File: config.mk
export PLATFORM = sky130hd
export DESIGN_NAME = lprt_store
export DESIGN_NICKNAME = d
export VERILOG_FILES = /design/src/hdl/lprt_pkg.sv /design/src/hdl/lprt_store.sv
export SDC_FILE = /design/constraint.sdc
export NUM_CORES = 2
export LEC_CHECK = 0
export BUFFER_PORTS_ARGS = -buffer_cell sky130_fd_sc_hd__buf_4
export CAP_MARGIN = 5
export CORE_MARGIN = 5
export CORE_UTILIZATION = 60
export CTS_CLUSTER_DIAMETER = 100
export CTS_CLUSTER_SIZE = 14
export DETAILED_ROUTE_END_ITERATION = 6
export HOLD_SLACK_MARGIN = 0.03
export PLACE_DENSITY = 0.76
export SKIP_CTS_REPAIR_TIMING = 1
export SKIP_LAST_GASP = 1
export SLEW_MARGIN = 20
export SYNTH_ARGS = -nofsm -noshare
export SYNTH_HDL_FRONTEND = slang
export SYNTH_MEMORY_MAX_BITS = 65536
export SYNTH_SLANG_ARGS = --single-unit
File: constraint.sdc
create_clock -name clock -period 13.2 [get_ports clock]
set_input_delay 3.96 -clock clock [delete_from_list [all_inputs] [get_ports clock]]
set_output_delay 3.96 -clock clock [all_outputs]
set_load 0.02 [all_outputs]
File: src/hdl/lprt_pkg.sv
// Shared types, constants and mask helper for the longest-prefix route table.
`default_nettype none
package lprt_pkg;

   localparam int ROUTE_W         = 32;
   localparam int LEN_W           = 6;
   localparam int PORT_W          = 8;
   localparam int TABLE_DEPTH_DEF = 64;

   localparam logic [LEN_W-1:0]   MAX_LEN   = LEN_W'(32);
   localparam logic [ROUTE_W-1:0] ADDR_ONES = 32'hffff_ffff;

   localparam logic FUNC_INSERT = 1'b0;
   localparam logic FUNC_LOOKUP = 1'b1;

   // One stored route
   typedef struct packed {
      logic [ROUTE_W-1:0] destination;
      logic [LEN_W-1:0]   length;
      logic [ROUTE_W-1:0] gateway;
      logic [PORT_W-1:0]  port;
   } entry_type;

   // Running best match of a scan
   typedef struct packed {
      logic      found;
      entry_type best;
   } match_status_type;

   // Top len bits set; len of 0 gives an empty mask, 32 a full one
   function automatic logic [ROUTE_W-1:0] prefix_mask(input logic [LEN_W-1:0] len);
      prefix_mask = ~(ADDR_ONES >> len);
   endfunction

endpackage
`default_nettype wire

File: src/hdl/lprt_store.sv
// Route entry memory: one write port, one registered read port.
`default_nettype none
module lprt_store
   import lprt_pkg::*;
#(
   parameter int TABLE_DEPTH = TABLE_DEPTH_DEF
) (
   input  wire logic                           clock,
   input  wire logic                           wr_en,
   input  wire logic [$clog2(TABLE_DEPTH)-1:0] wr_addr,
   input  wire entry_type                      wr_data,
   input  wire logic                           rd_en,
   input  wire logic [$clog2(TABLE_DEPTH)-1:0] rd_addr,
   output entry_type                           rd_data
);

   entry_type route_mem_ff [TABLE_DEPTH];
   entry_type rd_data_ff;

   // write port
   always_ff @(posedge clock) begin
      if (wr_en) begin
         route_mem_ff[wr_addr] <= wr_data;
      end
   end

   // registered read port
   always_ff @(posedge clock) begin
      if (rd_en) begin
         rd_data_ff <= route_mem_ff[rd_addr];
      end
   end

   assign rd_data = rd_data_ff;

endmodule
`default_nettype wire

# Word-level counts from Yosys, hierarchy flattened
# Memory sizes are Yosys's and may differ from the RTL's. A register that Yosys moved wholly into a read port is not among the register bits.
# Cells that the tools add are included.
[word_totals] ff_bits=0 latch_bits=0 ramBits=4992 mem_bits_ro=0 inputBits=93 out_inout_bits=78 wordCells=3 memories=1
[memory_table] memory="route_mem_ff" depth=64 word_bits=78 rd=1 rd_clocked_by_memory_dff=1 write_ports=1 line_no="lprt_store.sv:17" text="entry_type route_mem_ff [TABLE_DEPTH];"
[op_classes] add_sub_neg=0 multipliers=0 div=0 n_lt_le_gt_ge=0 n_eq_ne=0 n_shift=0 mux=2 n_bitwise=0 reduce_logical=0
[op_table] op="1-bit 2-to-1 mux" count=2

# Logic depth before layout (Yosys ltp)
[logic_depth] depth_word=2 depth_mapped=10 ltp_nobuf=5

# Worst setup path after synthesis
# No wires, ideal clock.
[synth_path] path_kind="input to register" start="in wr_addr[3]" end="mem route_mem_ff[48][0] (netlist name) (enable)" setup_time_ps=610 t_arrival_ps=9771 required_ps=12590 path_slack_ps=2820 cell_stages=4 path_buffers=1 path_cell_list="clkbuf_1 > nor2b_1 > nand4b_1 > nor3_1"
[synth_lines] element="start: declaration" line_no="lprt_store.sv:10" text="input wire logic [$clog2(TABLE_DEPTH)-1:0] wr_addr,"
[synth_lines] element="end: declaration" line_no="lprt_store.sv:17"
# No word-level cell before the write port.

==> results_dict.tcl <==
set metrics [dict create \
    crit_fanout 100 \
    final_hold_viol_count 0 \
    yosys.area.top_type_share 0.794 \
    start_util 0.603 \
    post-route-min-period_ns 7.07 \
    track_usage 0.312 \
    p_switching_mw 6.29 \
    synth_seq_cells 5070 \
    grt_max_degree 126 \
    r2r_cells 5 \
    fin_crit_sh 0.536 \
    clock-root-buffer "clkbuf_16" \
    drc 0 \
    min_from "route_mem_ff[58][53]" \
    drv_cap 0 \
    crit_type "input port to flop" \
    io_pins 171 \
    grt_antenna_before_repair 28 \
    synthesis.area_um2 192000 \
    port_buffers 170 \
    rsz0062_at_grt "false" \
    tns_ns 0 \
    htree_levels 5 \
    p_comb_frac 0.050 \
    synth_cell_type_count 30 \
    dpl.hpwl_um 250000 \
    grt_pass1_vias 95000 \
    pwr-share-clk 0.355 \
    syn-num-nets 8330 \
    die_width_um 575 \
    vias 95500 \
    tightest_slew_ns 1.29 \
    cts_buffers 401 \
    hold_path_depth 4 \
    layout_setup_ws_ns 6.13 \
    r2r_slack_ns 10.82 \
    dieArea_um2 331000 \
    place_congestion 0.795 \
    core_area_um2 318000 \
    synthFlopType "edfxtp_1" \
    cpMostUsedCell "buf_4" \
    power_mw 30.1 \
    drt_iter0_drc 16200 \
    power_frac_seq 0.595 \
    holdPathEnd "rd_data[53]" \
    wl_per_cell_um 40.4 \
    utilization 0.658 \
    skew_ns 0.0517 \
    path_clk_slew_ns 0.07 \
    avgViaCountPerCell 7.46 \
    slew-limit-headroom 0.140 \
    intPower_mw 23.8 \
    end_kind "flop" \
    synth.avg_cell_area_um2 23.3 \
    dpl-instance-area_um2 198000 \
    drtPass1Iterations 6 \
    clock.fmax_mhz 141 \
    cp.required_ns 13.90 \
    ir_worst_vdd_uv 123 \
    cp.arrival_ns 7.77 \
    power_density_nw_per_um2 144 \
    synth_most_common_cell "edfxtp_1" \
    finalSetupViolCount 0 \
    synthArstFlopShare 0 \
    rows 207 \
    cp_cell_sequence "buf_8 > buf_12 > buf_4 > buf_4 > mux4_2 > or3_1 > a41oi_1 > nor2_1" \
    ant_nets 0 \
    synth_edf_count 5070 \
    drive_gt1_frac 0.256 \
    cts_buffer_depth 4 \
    synth.largest_area_cell "edfxtp_1" \
    hold_ws_ns 0.900 \
    synth-seq-area-share 0.794 \
    fp.dieH_um 575 \
    leakagePower_nw 63.8 \
    nets 8644 \
    critPathSlowestCell "buf_4" \
    synth_common_cells "edfxtp_1 (5070), mux4_2 (1248), nand2_1 (221)" \
    yosys_warnings 0 \
    max_stage_delay_ns 0.75 \
    pre_cts_ws_ns 5.22 \
    tritoncts "done" \
    clock_latency_ns 0.99 \
    grt-ovfl-total 0 \
    switching_share 0.209 \
    cts.sinks 5070 \
    status "complete, no violations" \
    fin_area_um2 209000 \
    grt_first_pass_wirelength_um 727000 \
    r2r-start "route_mem_ff[18][59]" \
    hp-class "flop to flop" \
    dp_cells 12300 \
    syn_inst 8237 \
    fin_cells 12800 \
    critical_path.startpoint_type "input port" \
    r2r-end "rd_data[59]" \
    fillCellCount 19100 \
    synthTopCellsByArea "edfxtp_1 (79%), mux4_2 (15%), mux2i_1 (0.81%)" \
    wl_um 516000 \
    area_growth_pct 9.10 \
    report.final.slew_viol_count 0 \
]
[layer usage]
metal  vias to the layer above  share of wire  global-route usage
met5                         -       0.000070                   0
met2                      8406           0.48               0.492
met4                         6          0.051               0.133
met3                      1320           0.14              0.0761
li1                      35600              -                   -
met1                     50200           0.33               0.426
[power by group through the flow]
stage          registers, mW  logic (mW)  clock network [mW]
6_report                17.9        1.50                10.7
3_5_place_dp            18.3        1.48                   0
5_1_grt                 17.9        1.58                11.5
2_1_floorplan           18.3       0.831                   0
3_3_place_gp            18.3        1.45                   0
4_1_cts                 17.9        1.50                10.8
[kinds of logic after synthesis]
logic type             share of synthesized area
AND/OR/NAND/NOR                           0.0219
AO/OA/AOI/OAI                             0.0166
flip-flops                                 0.794
buffers and inverters                     0.0126
multiplexers                               0.155
[state kept, by name, summed over array words and instances, names as in the netlist]
name	cells
route_mem_ff	4992
rd_data	78
[layout by cell type, fill, tap and decap left out, types with 30 or more instances in the layout]
master     Yosys  routed
a22oi_1      156     156
a41oi_1       52      52
buf_12         0      40
buf_4         52     339
clkbuf_16      0     404
diode_2        0      36
edfxtp_1    5070    5070
mux2i_1      156     156
mux4_2      1248    1248
nand2_1      221     217
nand3_1      213     213
nand4_1      106     106
nor2_1       119      55
nor2_4         0      64
nor2b_1       34      31
o21ai_0       30      30
o221ai_1      52      52
o22ai_1      104     104
or2_2         54      54
or3_1         55      55
[how the worst max path moves through the flow]
stage | to | slack [ns] | start | depth (start not counted)
after global placement | rd_data[29] | 5.13 | rd_addr[0] | 8
after global routing | rd_data[31] | 5.83 | rd_addr[0] | 8
final | rd_data[27] | 6.13 | rd_addr[2] | 8
after detailed placement | rd_data[31] | 5.22 | rd_addr[0] | 8
after floorplan | route_mem_ff[48][0] | 2.82 | wr_addr[3] | 4
after CTS | rd_data[31] | 6.20 | rd_addr[0] | 8
[cell type report]
cell class | count | area (um^2) | area share
repair buffers | 385 | 3440 | 0.0165
flip-flops and latches | 5070 | 152000 | 0.728
well taps | 4180 | 5230 | 0.0250
clock inverters | 24 | 428 | 0.00205
clock buffers | 404 | 10100 | 0.0483
multi-input cells | 2693 | 37600 | 0.180
diodes | 36 | 90.1 | 0.000431
[critical path, delay by kind of cell]
family	cells	cell delay, ns
buffers and inverters	4	2.38
AND/OR/NAND/NOR	2	0.41
multiplexers	1	0.40
AO/OA/AOI/OAI	1	0.33
Note: power is estimated with default switching activity, not from simulation.
