<file path="src/hdl/lprt_pkg.sv">
// Shared types, constants and mask helper for the longest-prefix route table.
`default_nettype none
package lprt_pkg;

   localparam int ROUTE_W         = 32;
   localparam int LEN_W           = 6;
   localparam int PORT_W          = 8;
   localparam int TABLE_DEPTH_DEF = 64;

   localparam logic [LEN_W-1:0]   MAX_LEN   = LEN_W'(32);
   localparam logic [ROUTE_W-1:0] ADDR_ONES = 32'hffff_ffff;

   localparam logic FUNC_INSERT = 1'b0;
   localparam logic FUNC_LOOKUP = 1'b1;

   // One stored route
   typedef struct packed {
      logic [ROUTE_W-1:0] destination;
      logic [LEN_W-1:0]   length;
      logic [ROUTE_W-1:0] gateway;
      logic [PORT_W-1:0]  port;
   } entry_type;

   // Running best match of a scan
   typedef struct packed {
      logic      found;
      entry_type best;
   } match_status_type;

   // Top len bits set; len of 0 gives an empty mask, 32 a full one
   function automatic logic [ROUTE_W-1:0] prefix_mask(input logic [LEN_W-1:0] len);
      prefix_mask = ~(ADDR_ONES >> len);
   endfunction

endpackage
`default_nettype wire

</file>
<file path="src/hdl/lprt_match.sv">
// Prefix compare unit: checks one entry per cycle and keeps the best match.
`default_nettype none
module lprt_match
   import lprt_pkg::*;
(
   input  wire logic               clock,
   input  wire logic               reset,
   input  wire logic               clr,
   input  wire logic               upd,
   input  wire logic [ROUTE_W-1:0] key,
   input  wire entry_type          entry,
   output match_status_type        status
);

   logic               found_ff;
   logic               found_in;
   entry_type          best_ff;
   logic [ROUTE_W-1:0] mask;
   logic               hit;
   logic               take;

   // masked compare; later entries win on equal length
   always_comb begin
      mask     = prefix_mask(entry.length);
      hit      = ((key ^ entry.destination) & mask) == '0;
      take     = upd && hit && (!found_ff || (entry.length >= best_ff.length));
      found_in = clr ? 1'b0 : (found_ff || take);
   end

   always_ff @(posedge clock) begin
      if (reset) begin
         found_ff <= 1'b0;
      end else begin
         found_ff <= found_in;
      end
   end

   // best entry payload, no reset needed
   always_ff @(posedge clock) begin
      if (!clr && take) begin
         best_ff <= entry;
      end
   end

   assign status.found = found_ff;
   assign status.best  = best_ff;

endmodule
`default_nettype wire

</file>
<file path="config.mk">
export PLATFORM = sky130hd
export DESIGN_NAME = lprt_match
export DESIGN_NICKNAME = d
export VERILOG_FILES = /design/src/hdl/lprt_pkg.sv /design/src/hdl/lprt_match.sv
export SDC_FILE = /design/constraint.sdc
export NUM_CORES = 1
export LEC_CHECK = 0
export BUFFER_PORTS_ARGS = -buffer_cell sky130_fd_sc_hd__buf_2
export CAP_MARGIN = 20
export CORE_MARGIN = 8
export CORE_UTILIZATION = 45
export CTS_BUF_LIST = sky130_fd_sc_hd__clkbuf_4
export DETAILED_ROUTE_END_ITERATION = 7
export PLACE_DENSITY = 0.82
export SETUP_SLACK_MARGIN = 0.05
export SLEW_MARGIN = 20
export SYNTH_ARGS = -nofsm -noshare
export SYNTH_HDL_FRONTEND = slang
export SYNTH_SLANG_ARGS = --single-unit
</file>
<file path="constraint.sdc">
create_clock -name clock -period 7.5 [get_ports clock]
set_input_delay 1.5 -clock clock [delete_from_list [all_inputs] [get_ports clock]]
set_output_delay 1.5 -clock clock [all_outputs]
set_load 0.01 [all_outputs]
</file>
* After elaboration in Yosys (flattened, before gate mapping)
Index checks and enable logic that the tools add are counted.
** Cells by class
- Order comparisons :: 1
- Shifts and indexed selects :: 1
- Bitwise operators :: 3
- Reductions and logical operators :: 9
** Operators with widths (count)
- 32-bit bitwise AND :: 1
- 32-bit logical NOT :: 1
- 32-bit inverter :: 1
- 32-bit by 6-bit >> shifter with 32-bit output (first input constant) :: 1
- 32-bit bitwise XOR :: 1
- 6-bit greater-or-equal comparator :: 1
- 1-bit logical AND :: 3
- 1-bit logical NOT :: 2
- 1-bit logical OR :: 2
- 2-bit OR reduction :: 1
** Storage, ports and cells
- Bits in registers :: 79
- Bits of input ports :: 114
- Output and inout bits :: 79
- Logic and storage cells :: 19

* Depth between registers and ports, before layout
Gate-level depths: netlist of run 1.
- Depth after elaboration :: 7
- Mapped depth :: 9
- Depth with buffers taken out :: 8

* Worst setup path before layout of run 1
Ideal clock, no wire load.
- Path kind :: input port to flip-flop
- Start :: in entry[44] (netlist name)
- End :: reg best_ff (netlist bit status[0]), enable pin
- Setup time :: 0.514 ns
- Data arrival time :: 5.875 ns
- Data required time :: 6.986 ns
- Path slack :: 1.112 ns
- Stages :: 7
- Buffers on the path :: 1
- Path through :: buf_2 -> or3_1 -> nor2_1 -> nor2_1 -> nor4_4 -> nand4_1 -> a311oi_2
** On the way
- Longest elaborated chain between the ends :: 7
- Elaborated cells between the ends (all ways) :: 9
- Classes of those cells :: order compare: 1; shift: 1; bitwise: 2; reduce/logical: 5
** Ends and longest elaborated chain
- start, declared :: RTL line lprt_match.sv:11 : input wire entry_type entry,
- 32-bit by 6-bit >> shifter with 32-bit output :: RTL line lprt_pkg.sv:32 : prefix_mask = ~(ADDR_ONES >> len);
- 32-bit inverter :: RTL line lprt_pkg.sv:32
- 32-bit bitwise AND :: RTL line lprt_match.sv:25 : hit = ((key ^ entry.destination) & mask) == '0;
- 32-bit logical NOT :: RTL line lprt_match.sv:25
- 1-bit logical AND :: RTL line lprt_match.sv:26 : take = upd && hit && (!found_ff || (entry.length >= best_ff.length));
- 1-bit logical AND (*) :: RTL line lprt_match.sv:26
- 1-bit logical AND (*) :: RTL line lprt_match.sv:40 : if (!clr && take) begin
- end signal, assigned :: RTL line lprt_match.sv:41 : best_ff <= entry;
- end, declared :: RTL line lprt_match.sv:17 : entry_type best_ff;
Mark *: on every way between the ends. The rest lies on a longest branch, timed or not.
A chain may end at the register's enable or synchronous reset.

* Final worst setup path of run 1
- Start :: in entry[52] (netlist name)
- End :: reg best_ff (netlist bit status[69]), enable pin
** On the way
- Longest elaborated chain between the ends :: 6
** Ends and longest elaborated chain (RTL line)
- 32-bit bitwise XOR :: lprt_match.sv:25
- 32-bit bitwise AND :: lprt_match.sv:25
- 32-bit logical NOT :: lprt_match.sv:25
- 1-bit logical AND (2 in series) :: lprt_match.sv:26
- 1-bit logical AND :: lprt_match.sv:40
Every way passes these cells.

==> out/qor.txt, run 1 <==
Most used DFF post-synth -> edfxtp_1
Crit path DAT -> 4.44 ns
Most common cell after layout, fill and taps aside -> buf_2
Post-synthesis cell count -> 214
Die W -> 102 um
Hold Path Stages -> 2
HPWL after DPL -> 8090 um
Worst-path fanout max -> 63
Initial antenna violation count -> 0
First-pass GRT wire length -> 14,500 um
MaxCap Viol Count -> 0
Post-placement setup slack -> 2.66 ns
Slew margin rel. -> 0.421
Final wirelength -> 10,000 um
DP Area -> 4360 um^2
Drt pass-1 iters -> 4
Final slew viol count -> 0
Clk root buf -> clkbuf_4
Asr flop ratio synth -> 0
Area Growth Syn to Fin -> 37.2%
Io pins -> 193
Final Cycle Share -> 0.584
DR iter-0 viols -> 173
Number of global-route vias before repair -> 2,690
Leakage dissipation -> 0.00187 uW
Total number of yosys warnings -> 0
Critical Path Start Type -> input port
Clock sink total -> 79
Final TNS setup -> 0 ns
Initial Utilization -> 0.460
CTS tree -> yes
Setup slack on the worst flop-to-flop path -> 4.30 ns
Input/output buffers -> 192
Fin nets -> 531
Largest net degree at the start of global routing -> 64
Met1 WL -> 3480 um
FF+latch count, synth -> 79
Min-delay src -> found_ff
Final instance area -> 4530 um^2
Diode count -> 0
GRT Total Usage -> 0.190
RR Startpoint -> status[40]
Post-Syn Area -> 3300 um^2
Synthesized Nets -> 334
Reg2Reg Capture Point -> status[69]
FMAX -> 0.228 GHz
Remaining global-route overflow -> 0
Antenna viol nets, final -> 0
Worst-case reg-to-reg path depth -> 8
Worst hold path type -> flop to flop
Netlist cell types -> 40
Seq/Total Area, Yosys -> 0.716
CTS Buf Count -> 9
Layout Skew -> 0.0201 ns
Power per cell area -> 191 nW/um^2
Core Area -> 7180 um^2
Crit. End Element -> flop
CTS H-tree depth -> 3
Worst-Margin Slew -> 0.869 ns
Routability Congestion -> 0.823
Most frequent cells in the layout -> buf_2, edfxtp_1, xnor2_1
Vias -> 2,545
CP Class -> input port to flop
Post-layout minimum cycle time -> 4.38 ns
Met2 wire len -> 5240 um
DRC Markers -> 0
Final setup margin -> 3.12 ns
Unrepaired setup endpoints after global routing -> false
Worst vdd ir -> 0.0859 mV
Die area -> 10,300 um^2
Clock Tree Buf Depth -> 2
Die H -> 102 um
Postcts setup bufs -> 0
Clk slew on worst S/H paths -> 0.14 ns
Hold buffers post-CTS -> 0
Worst EP required -> 7.55 ns
Max layer used -> met4
Synthesized area per cell -> 15.4 um^2
Hold EP -> found_ff
DR vias/cell -> 4.94
Num rows -> 31
Status -> complete, no violations
Share of layout cells above drive strength 1 -> 0.517
Final hold violations -> 0
Number of synthesized flops with an enable pin -> 78
DR WL/cell -> 19.5 um
PostCTS Resize Cnt -> 0
Wire length on met3 -> 1170 um
# setup viols final -> 0
Worst-Skew Late Latency -> 0.43 ns
==> worst max path at each step <==
stage,start,end,slack [ns],depth (start not counted)
after floorplan,entry[44],status[0],1.11,7
after global placement,entry[52],status[50],2.77,8
after detailed placement,entry[73],status[12],2.66,8
after CTS,entry[52],status[23],3.11,8
after global routing,entry[77],status[54],2.89,8
final,entry[52],status[69],3.12,8
==> through the flow <==
step / instances / hold WS [ns] / total power, uW / utilization
floorplan: 214 / 0.450 / 535 / -
global placement: 499 / 0.501 / 578 / 0.608
detailed placement: 499 / 0.496 / 581 / 0.608
CTS: 515 / 0.525 / 874 / 0.631
global route: 515 / 0.556 / 894 / 0.631
finish: 515 / 0.522 / 866 / 0.631
==> logic make-up after synthesis <==
family | count (synthesis) | share of synthesized area
DFF | 79 | 0.716
AOI/OAI and AO/OA | 42 | 0.0887
and+or+nand+nor | 39 | 0.0645
xor gates and xnor gates | 32 | 0.0849
buffers and inverters | 16 | 0.0231
adders and majority gates | 6 | 0.0228
==> routing by layer <==
layer,vias up,global-route usage
met5,-,0
met4,0,0.0596
met3,15,0.0715
met2,139,0.342
met1,1190,0.198
li1,1201,-
==> flip-flops by register name, summed over array words and instances (netlist names) <==
| register | flops |
|---|---|
| status | 78 |
| found_ff | 1 |
==> synth_stat cells (all sizes together), types with 3 or more instances <==
master	count	area share
xnor2	17	0.045
inv	9	0.010
ha	6	0.023
buf	6	0.012
xor2	15	0.040
o21ai	12	0.018
nor2	12	0.014
edfxtp	78	0.71
a21oi	10	0.015
a31oi	3	0.0057
nand2	7	0.0080
nor3	7	0.012
o32ai	3	0.0080
==> critical path: stages <==
cell       delay (ns)
buf_2            0.11
xor2_1           0.17
o21ai_0          0.23
o21ai_1          0.11
a2111oi_0        0.46
nand4bb_1        0.25
a311oi_4         0.82
buf_4            0.76
==> area by class of cell <==
class                      instances  area [um^2]
timing repair buffer             193          968
tap                               99          124
clock buffer                      10         75.1
sequential                        79         2360
multi-input combinational        119          872
inverter                           9         33.8
fill                             545         2650
clock inverter                     6         92.6
==> power by group <==
group | switching [uW] | internal (uW) | total [uW]
clock | 154 | 141 | 295
sequential | 0.000233 | 484 | 484
combinational | 44.9 | 42.0 | 86.9
total | 198 | 667 | 866
No activity file was read; power rests on OpenSTA's default activity.
==> run 2, diff against run 1 <==
==> constraint.sdc (replaced) <==
create_clock -name clock -period 4.1 [get_ports clock]
set_input_delay 0.82 -clock clock [delete_from_list [all_inputs] [get_ports clock]]
set_output_delay 0.82 -clock clock [all_outputs]
set_load 0.01 [all_outputs]
==> out/qor.txt, run 2 (synthesis gave the netlist of run 1 again) <==
CTS Buf Count -> 9
Die area -> 10,300 um^2
HPWL after DPL -> 7930 um
Multi-input logic area -> 877 um^2
Unrepaired setup endpoints after global routing -> false
Core Area -> 7180 um^2
Die H -> 102 um
CTS H-tree depth -> 3
CTS tree -> yes
PostCTS Resize Cnt -> 0
CP Class -> input port to flop
Share of layout cells above drive strength 1 -> 0.522
End-of-flow core utilization -> 0.631
Final Cycle Share -> 0.720
Most common cell after layout, fill and taps aside -> buf_2
Antenna viol nets, final -> 0
Die W -> 102 um
Remaining global-route overflow -> 0
DR vias/cell -> 4.89
Crit. End Element -> flop
Critical Path Start Type -> input port
Diode count -> 0
First-pass GRT wire length -> 13,800 um
Sw power -> 346 uW
Routability Congestion -> 0.787
Input/output buffers -> 192
Postcts setup bufs -> 0
Gate power share -> 0.104
DP Area -> 4380 um^2
Io pins -> 193
Final hold violations -> 0
Sw Share -> 0.230
Final instance area -> 4520 um^2
Fin nets -> 533
# setup viols final -> 0
Number of global-route vias before repair -> 2,633
Sequential share of power -> 0.588
Layout Skew -> 0.0192 ns
GRT Total Usage -> 0.180
Clk slew on worst S/H paths -> 0.13 ns
Worst vdd ir -> 0.176 mV
FMAX -> 0.339 GHz
Slew margin rel. -> 0.619
Area Growth Syn to Fin -> 37.1%
Drt pass-1 iters -> 4
Clk root buf -> clkbuf_4
Worst-path fanout max -> 49
Final wirelength -> 9600 um
Clock Tree Buf Depth -> 2
Leakage dissipation -> 0.00188 uW
Layout fillers -> 573
Register area -> 2360 um^2
Vias -> 2,527
Power Internal -> 1160 uW
Largest net degree at the start of global routing -> 50
DRC Markers -> 0
Final slew viol count -> 0
Crit path DAT -> 3.00 ns
Max FFs per register -> 78
Most frequent cells in the layout -> buf_2, edfxtp_1, xnor2_1
Clk pwr share -> 0.307
Initial Utilization -> 0.460
Worst-Skew Late Latency -> 0.41 ns
DR WL/cell -> 18.6 um
Post-layout minimum cycle time -> 2.95 ns
Status -> complete, no violations
Num rows -> 31
Worst EP required -> 4.15 ns
Power per cell area -> 333 nW/um^2
Hold buffers post-CTS -> 0
Worst-Margin Slew -> 0.572 ns
Initial antenna violation count -> 0
MaxCap Viol Count -> 0
DR iter-0 viols -> 140
Worst hold path type -> flop to flop
Clock sink total -> 79
[run 2: cell types whose count changed in the layout (fill, tap and decap cells not counted), sizes merged]
cell      before  now
buf          193  195
bufinv         2    1
clkinv         0    3
clkinvlp       2    1
inv           11   10
[run 2: power by group through the flow]
| stage | registers [uW] | logic [uW] | clock network, uW |
|---|---|---|---|
| global route | 885 | 173 | 510 |
| CTS | 885 | 158 | 478 |
| global placement | 904 | 153 | 0 |
| floorplan | 904 | 76.5 | 0 |
| finish | 885 | 157 | 463 |
| detailed placement | 904 | 157 | 0 |
[run 2: layer usage]
layer | part of all wire | track usage
met4 | 0.010 | 0.0504
met2 | 0.53 | 0.329
met3 | 0.12 | 0.0756
met1 | 0.35 | 0.180
met5 | 0 | 0
[run 2: cell type report]
| type | instances | share of cell area |
|---|---|---|
| Clock buffer | 10 | 0.0166 |
| Clock inverter | 6 | 0.0152 |
| Inverter | 9 | 0.00747 |
| Multi-Input combinational cell | 119 | 0.194 |
| Sequential cell | 79 | 0.522 |
| Tap cell | 99 | 0.0274 |
| Timing Repair Buffer | 195 | 0.217 |
[run 2: per-stage QoR]
| step | power (uW) | hold slack (ns) | setup TNS [ns] | worst slack (ns) | std cells |
|---|---|---|---|---|---|
| 2_1_floorplan | 981 | 0.472 | -31.28 | -0.401 | 214 |
| 6_report | 1510 | 0.532 | 0 | 1.15 | 517 |
| 3_5_place_dp | 1060 | 0.494 | 0 | 0.699 | 501 |
| 4_1_cts | 1520 | 0.525 | 0 | 1.16 | 517 |
| 5_1_grt | 1570 | 0.526 | 0 | 0.932 | 517 |
| 3_3_place_gp | 1060 | 0.502 | 0 | 0.786 | 501 |
[run 2: worst paths after layout]
path         startpoint    endpoint  slack, ns  depth (start not counted)
min reg2reg    found_ff    found_ff       0.53                          2
min            found_ff    found_ff       0.53                          2
max           entry[42]  status[77]       1.15                          8
max reg2reg  status[40]  status[77]       1.64                          8
[run 2: critical path, cell delays in order]
cell	delay (ns)
buf_2	0.22
a311oi_1	0.30
o32ai_1	0.13
o22ai_1	0.19
o221ai_1	0.15
nand4bb_1	0.29
a311oi_4	0.34
buf_4	0.54
==> run 3, diff against run 2 <==
--- a/config.mk
+++ b/config.mk
@@ -5,13 +5,14 @@
 export SDC_FILE = /design/constraint.sdc
 export NUM_CORES = 1
 export LEC_CHECK = 0
+export ABC_AREA = 1
 export BUFFER_PORTS_ARGS = -buffer_cell sky130_fd_sc_hd__buf_2
 export CAP_MARGIN = 20
 export CORE_MARGIN = 8
-export CORE_UTILIZATION = 45
+export CORE_UTILIZATION = 46
 export CTS_BUF_LIST = sky130_fd_sc_hd__clkbuf_4
 export DETAILED_ROUTE_END_ITERATION = 7
-export PLACE_DENSITY = 0.82
+export PLACE_DENSITY = 0.83
 export SETUP_SLACK_MARGIN = 0.05
 export SLEW_MARGIN = 20
 export SYNTH_ARGS = -nofsm -noshare
==> constraint.sdc (replaced) <==
create_clock -name clock -period 3 [get_ports clock]
set_input_delay 0.6 -clock clock [delete_from_list [all_inputs] [get_ports clock]]
set_output_delay 0.6 -clock clock [all_outputs]
set_load 0.01 [all_outputs]
==> out/qor.txt, run 3 <==
Post-synth top cells -> nand2_1, edfxtp_1, inv_1
Number of synthesized flops with an enable pin -> 78
Clk root buf -> clkbuf_4
Layout fillers -> 605
Postcts setup bufs -> 0
Post-Syn Area -> 3430 um^2
Most used DFF post-synth -> edfxtp_1
CP Class -> input port to flop
RR Startpoint -> status[44]
Hold Path Stages -> 1
Synthesized Nets -> 420
Clock sink total -> 79
Area share of the largest cell type after synthesis -> 0.682
# setup viols final -> 0
HPWL after DPL -> 8360 um
Initial antenna violation count -> 0
DR iter-0 viols -> 152
FMAX -> 0.448 GHz
Leakage dissipation -> 0.00224 uW
Max FFs per register -> 78
Hold buffers post-CTS -> 0
Most common cell after layout, fill and taps aside -> buf_2
DR WL/cell -> 16.9 um
FF+latch count, synth -> 79
Top-count cell post-synth -> nand2_1
Final Cycle Share -> 0.744
Input/output buffers -> 192
Reg2Reg Capture Point -> status[7]
Worst-path fanout max -> 78
Crit path DAT -> 2.30 ns
Initial Utilization -> 0.473
Clock Tree Buf Depth -> 2
Largest area contributor in the netlist -> edfxtp_1
Post-synthesis cell count -> 300
Total number of yosys warnings -> 0
Slew margin rel. -> 0.726
Power per cell area -> 460 nW/um^2
Share of layout cells above drive strength 1 -> 0.451
Hold EP -> status[11]
Io pins -> 193
Drt pass-1 iters -> 4
Status -> complete, no violations
CTS Buf Count -> 9
Num rows -> 31
PostCTS Resize Cnt -> 0
DR vias/cell -> 4.73
Diode count -> 0
Antenna viol nets, final -> 0
Die area -> 10,500 um^2
Vias -> 2,871
Synthesized area per cell -> 11.4 um^2
Worst-Margin Slew -> 0.411 ns
Area Growth Syn to Fin -> 37.7%
Number of global-route vias before repair -> 2,830
Core Area -> 7250 um^2
Setup slack on the worst flop-to-flop path -> 0.88 ns
Worst-case reg-to-reg path depth -> 8
Remaining global-route overflow -> 0
Worst hold path type -> input port to flop
Die W -> 102 um
Final TNS setup -> 0 ns
Routability Congestion -> 0.885
Crit. End Element -> flop
Top cells by area, synth -> edfxtp_1, nand2_1, xor2_1
Asr flop ratio synth -> 0
Worst vdd ir -> 0.219 mV
First-pass GRT wire length -> 14,700 um
Min-delay src -> entry[11]
Most frequent cells in the layout -> buf_2, nand2_1, edfxtp_1
MaxCap Viol Count -> 0
Fin nets -> 623
CTS tree -> yes
GRT Total Usage -> 0.190
Critical Path Start Type -> input port
CTS H-tree depth -> 3
Worst-Skew Late Latency -> 0.42 ns
Clk slew on worst S/H paths -> 0.13 ns
DRC Markers -> 0
Die H -> 102 um
Final hold violations -> 0
End-of-flow core utilization -> 0.652
Worst EP required -> 3.07 ns
Unrepaired setup endpoints after global routing -> false
Final wirelength -> 10,300 um
Post-layout minimum cycle time -> 2.23 ns
Layout Skew -> 0.0181 ns
Largest net degree at the start of global routing -> 79
Final slew viol count -> 0
Seq/Total Area, Yosys -> 0.688
Netlist cell types -> 24
## run 3: cell count changes in the layout (fill, tap and decap cells not counted), sizes merged, moves of 4 or more
cell   delta
nand2    +99
inv      +24
xnor2    -16
nor2     +14
nor3      -7
nand3     +6
o21ai     -6
a21oi     -4
## run 3: cells by family after synthesis
logic type,share of synthesized area
buf+inv,0.0383
compound gates,0.0251
flops,0.688
xor+xnor,0.0485
fa+ha+maj,0.0219
simple gates,0.178
## run 3: routing by layer
metal,vias up,track usage,share of wire
met5,-,0,0
met4,0,0.0508,0.0079
met3,8,0.0572,0.089
met2,146,0.336,0.51
met1,1319,0.216,0.39
li1,1398,-,-
## run 3: layout make-up
class / instances / area, um^2 / area share
Clock inverter: 6 / 93.8 / 0.0199
Timing Repair Buffer: 193 / 981 / 0.208
Tap cell: 99 / 124 / 0.0262
Inverter: 33 / 126 / 0.0267
Multi-Input combinational cell: 187 / 965 / 0.204
Sequential cell: 79 / 2360 / 0.500
Clock buffer: 10 / 75.1 / 0.0159
## run 3: worst max path at each step
| stage | startpoint | end |
|---|---|---|
| 2_1_floorplan | entry[45] | status[0] |
| 3_5_place_dp | entry[42] | status[11] |
| 3_3_place_gp | entry[45] | status[28] |
| 5_1_grt | entry[45] | status[13] |
| 4_1_cts | entry[42] | status[36] |
| 6_report | entry[42] | status[7] |
## run 3: through the flow
step           cell area (um^2)  worst slack (ns)  std cells  hold slack, ns  power [uW]
3_3_place_gp               4560             0.417        591           0.489        1450
6_report                   4730             0.767        607           0.342        2170
3_5_place_dp               4560             0.396        591           0.492        1460
2_1_floorplan              3460            0.0208        300           0.450        1340
5_1_grt                    4730             0.613        607           0.297        2260
4_1_cts                    4730             0.847        607           0.316        2190
## run 3: worst max-delay path: stages
cell	delay, ns
buf_2	0.17
nand2_1	0.16
inv_1	0.10
nand2_1	0.12
nand2_1	0.06
nand2_1	0.05
nand2_1	0.05
nor2_1	0.10
nand2_1	0.07
nor2_2	0.14
nand4_1	0.15
nor2_4	0.13
buf_12	0.36
## run 3: where the power goes
part | switching, uW | internal [uW] | total (uW)
logic | 123 | 102 | 225
registers | 0.000292 | 1210 | 1210
clock network | 384 | 353 | 737
total | 507 | 1670 | 2170
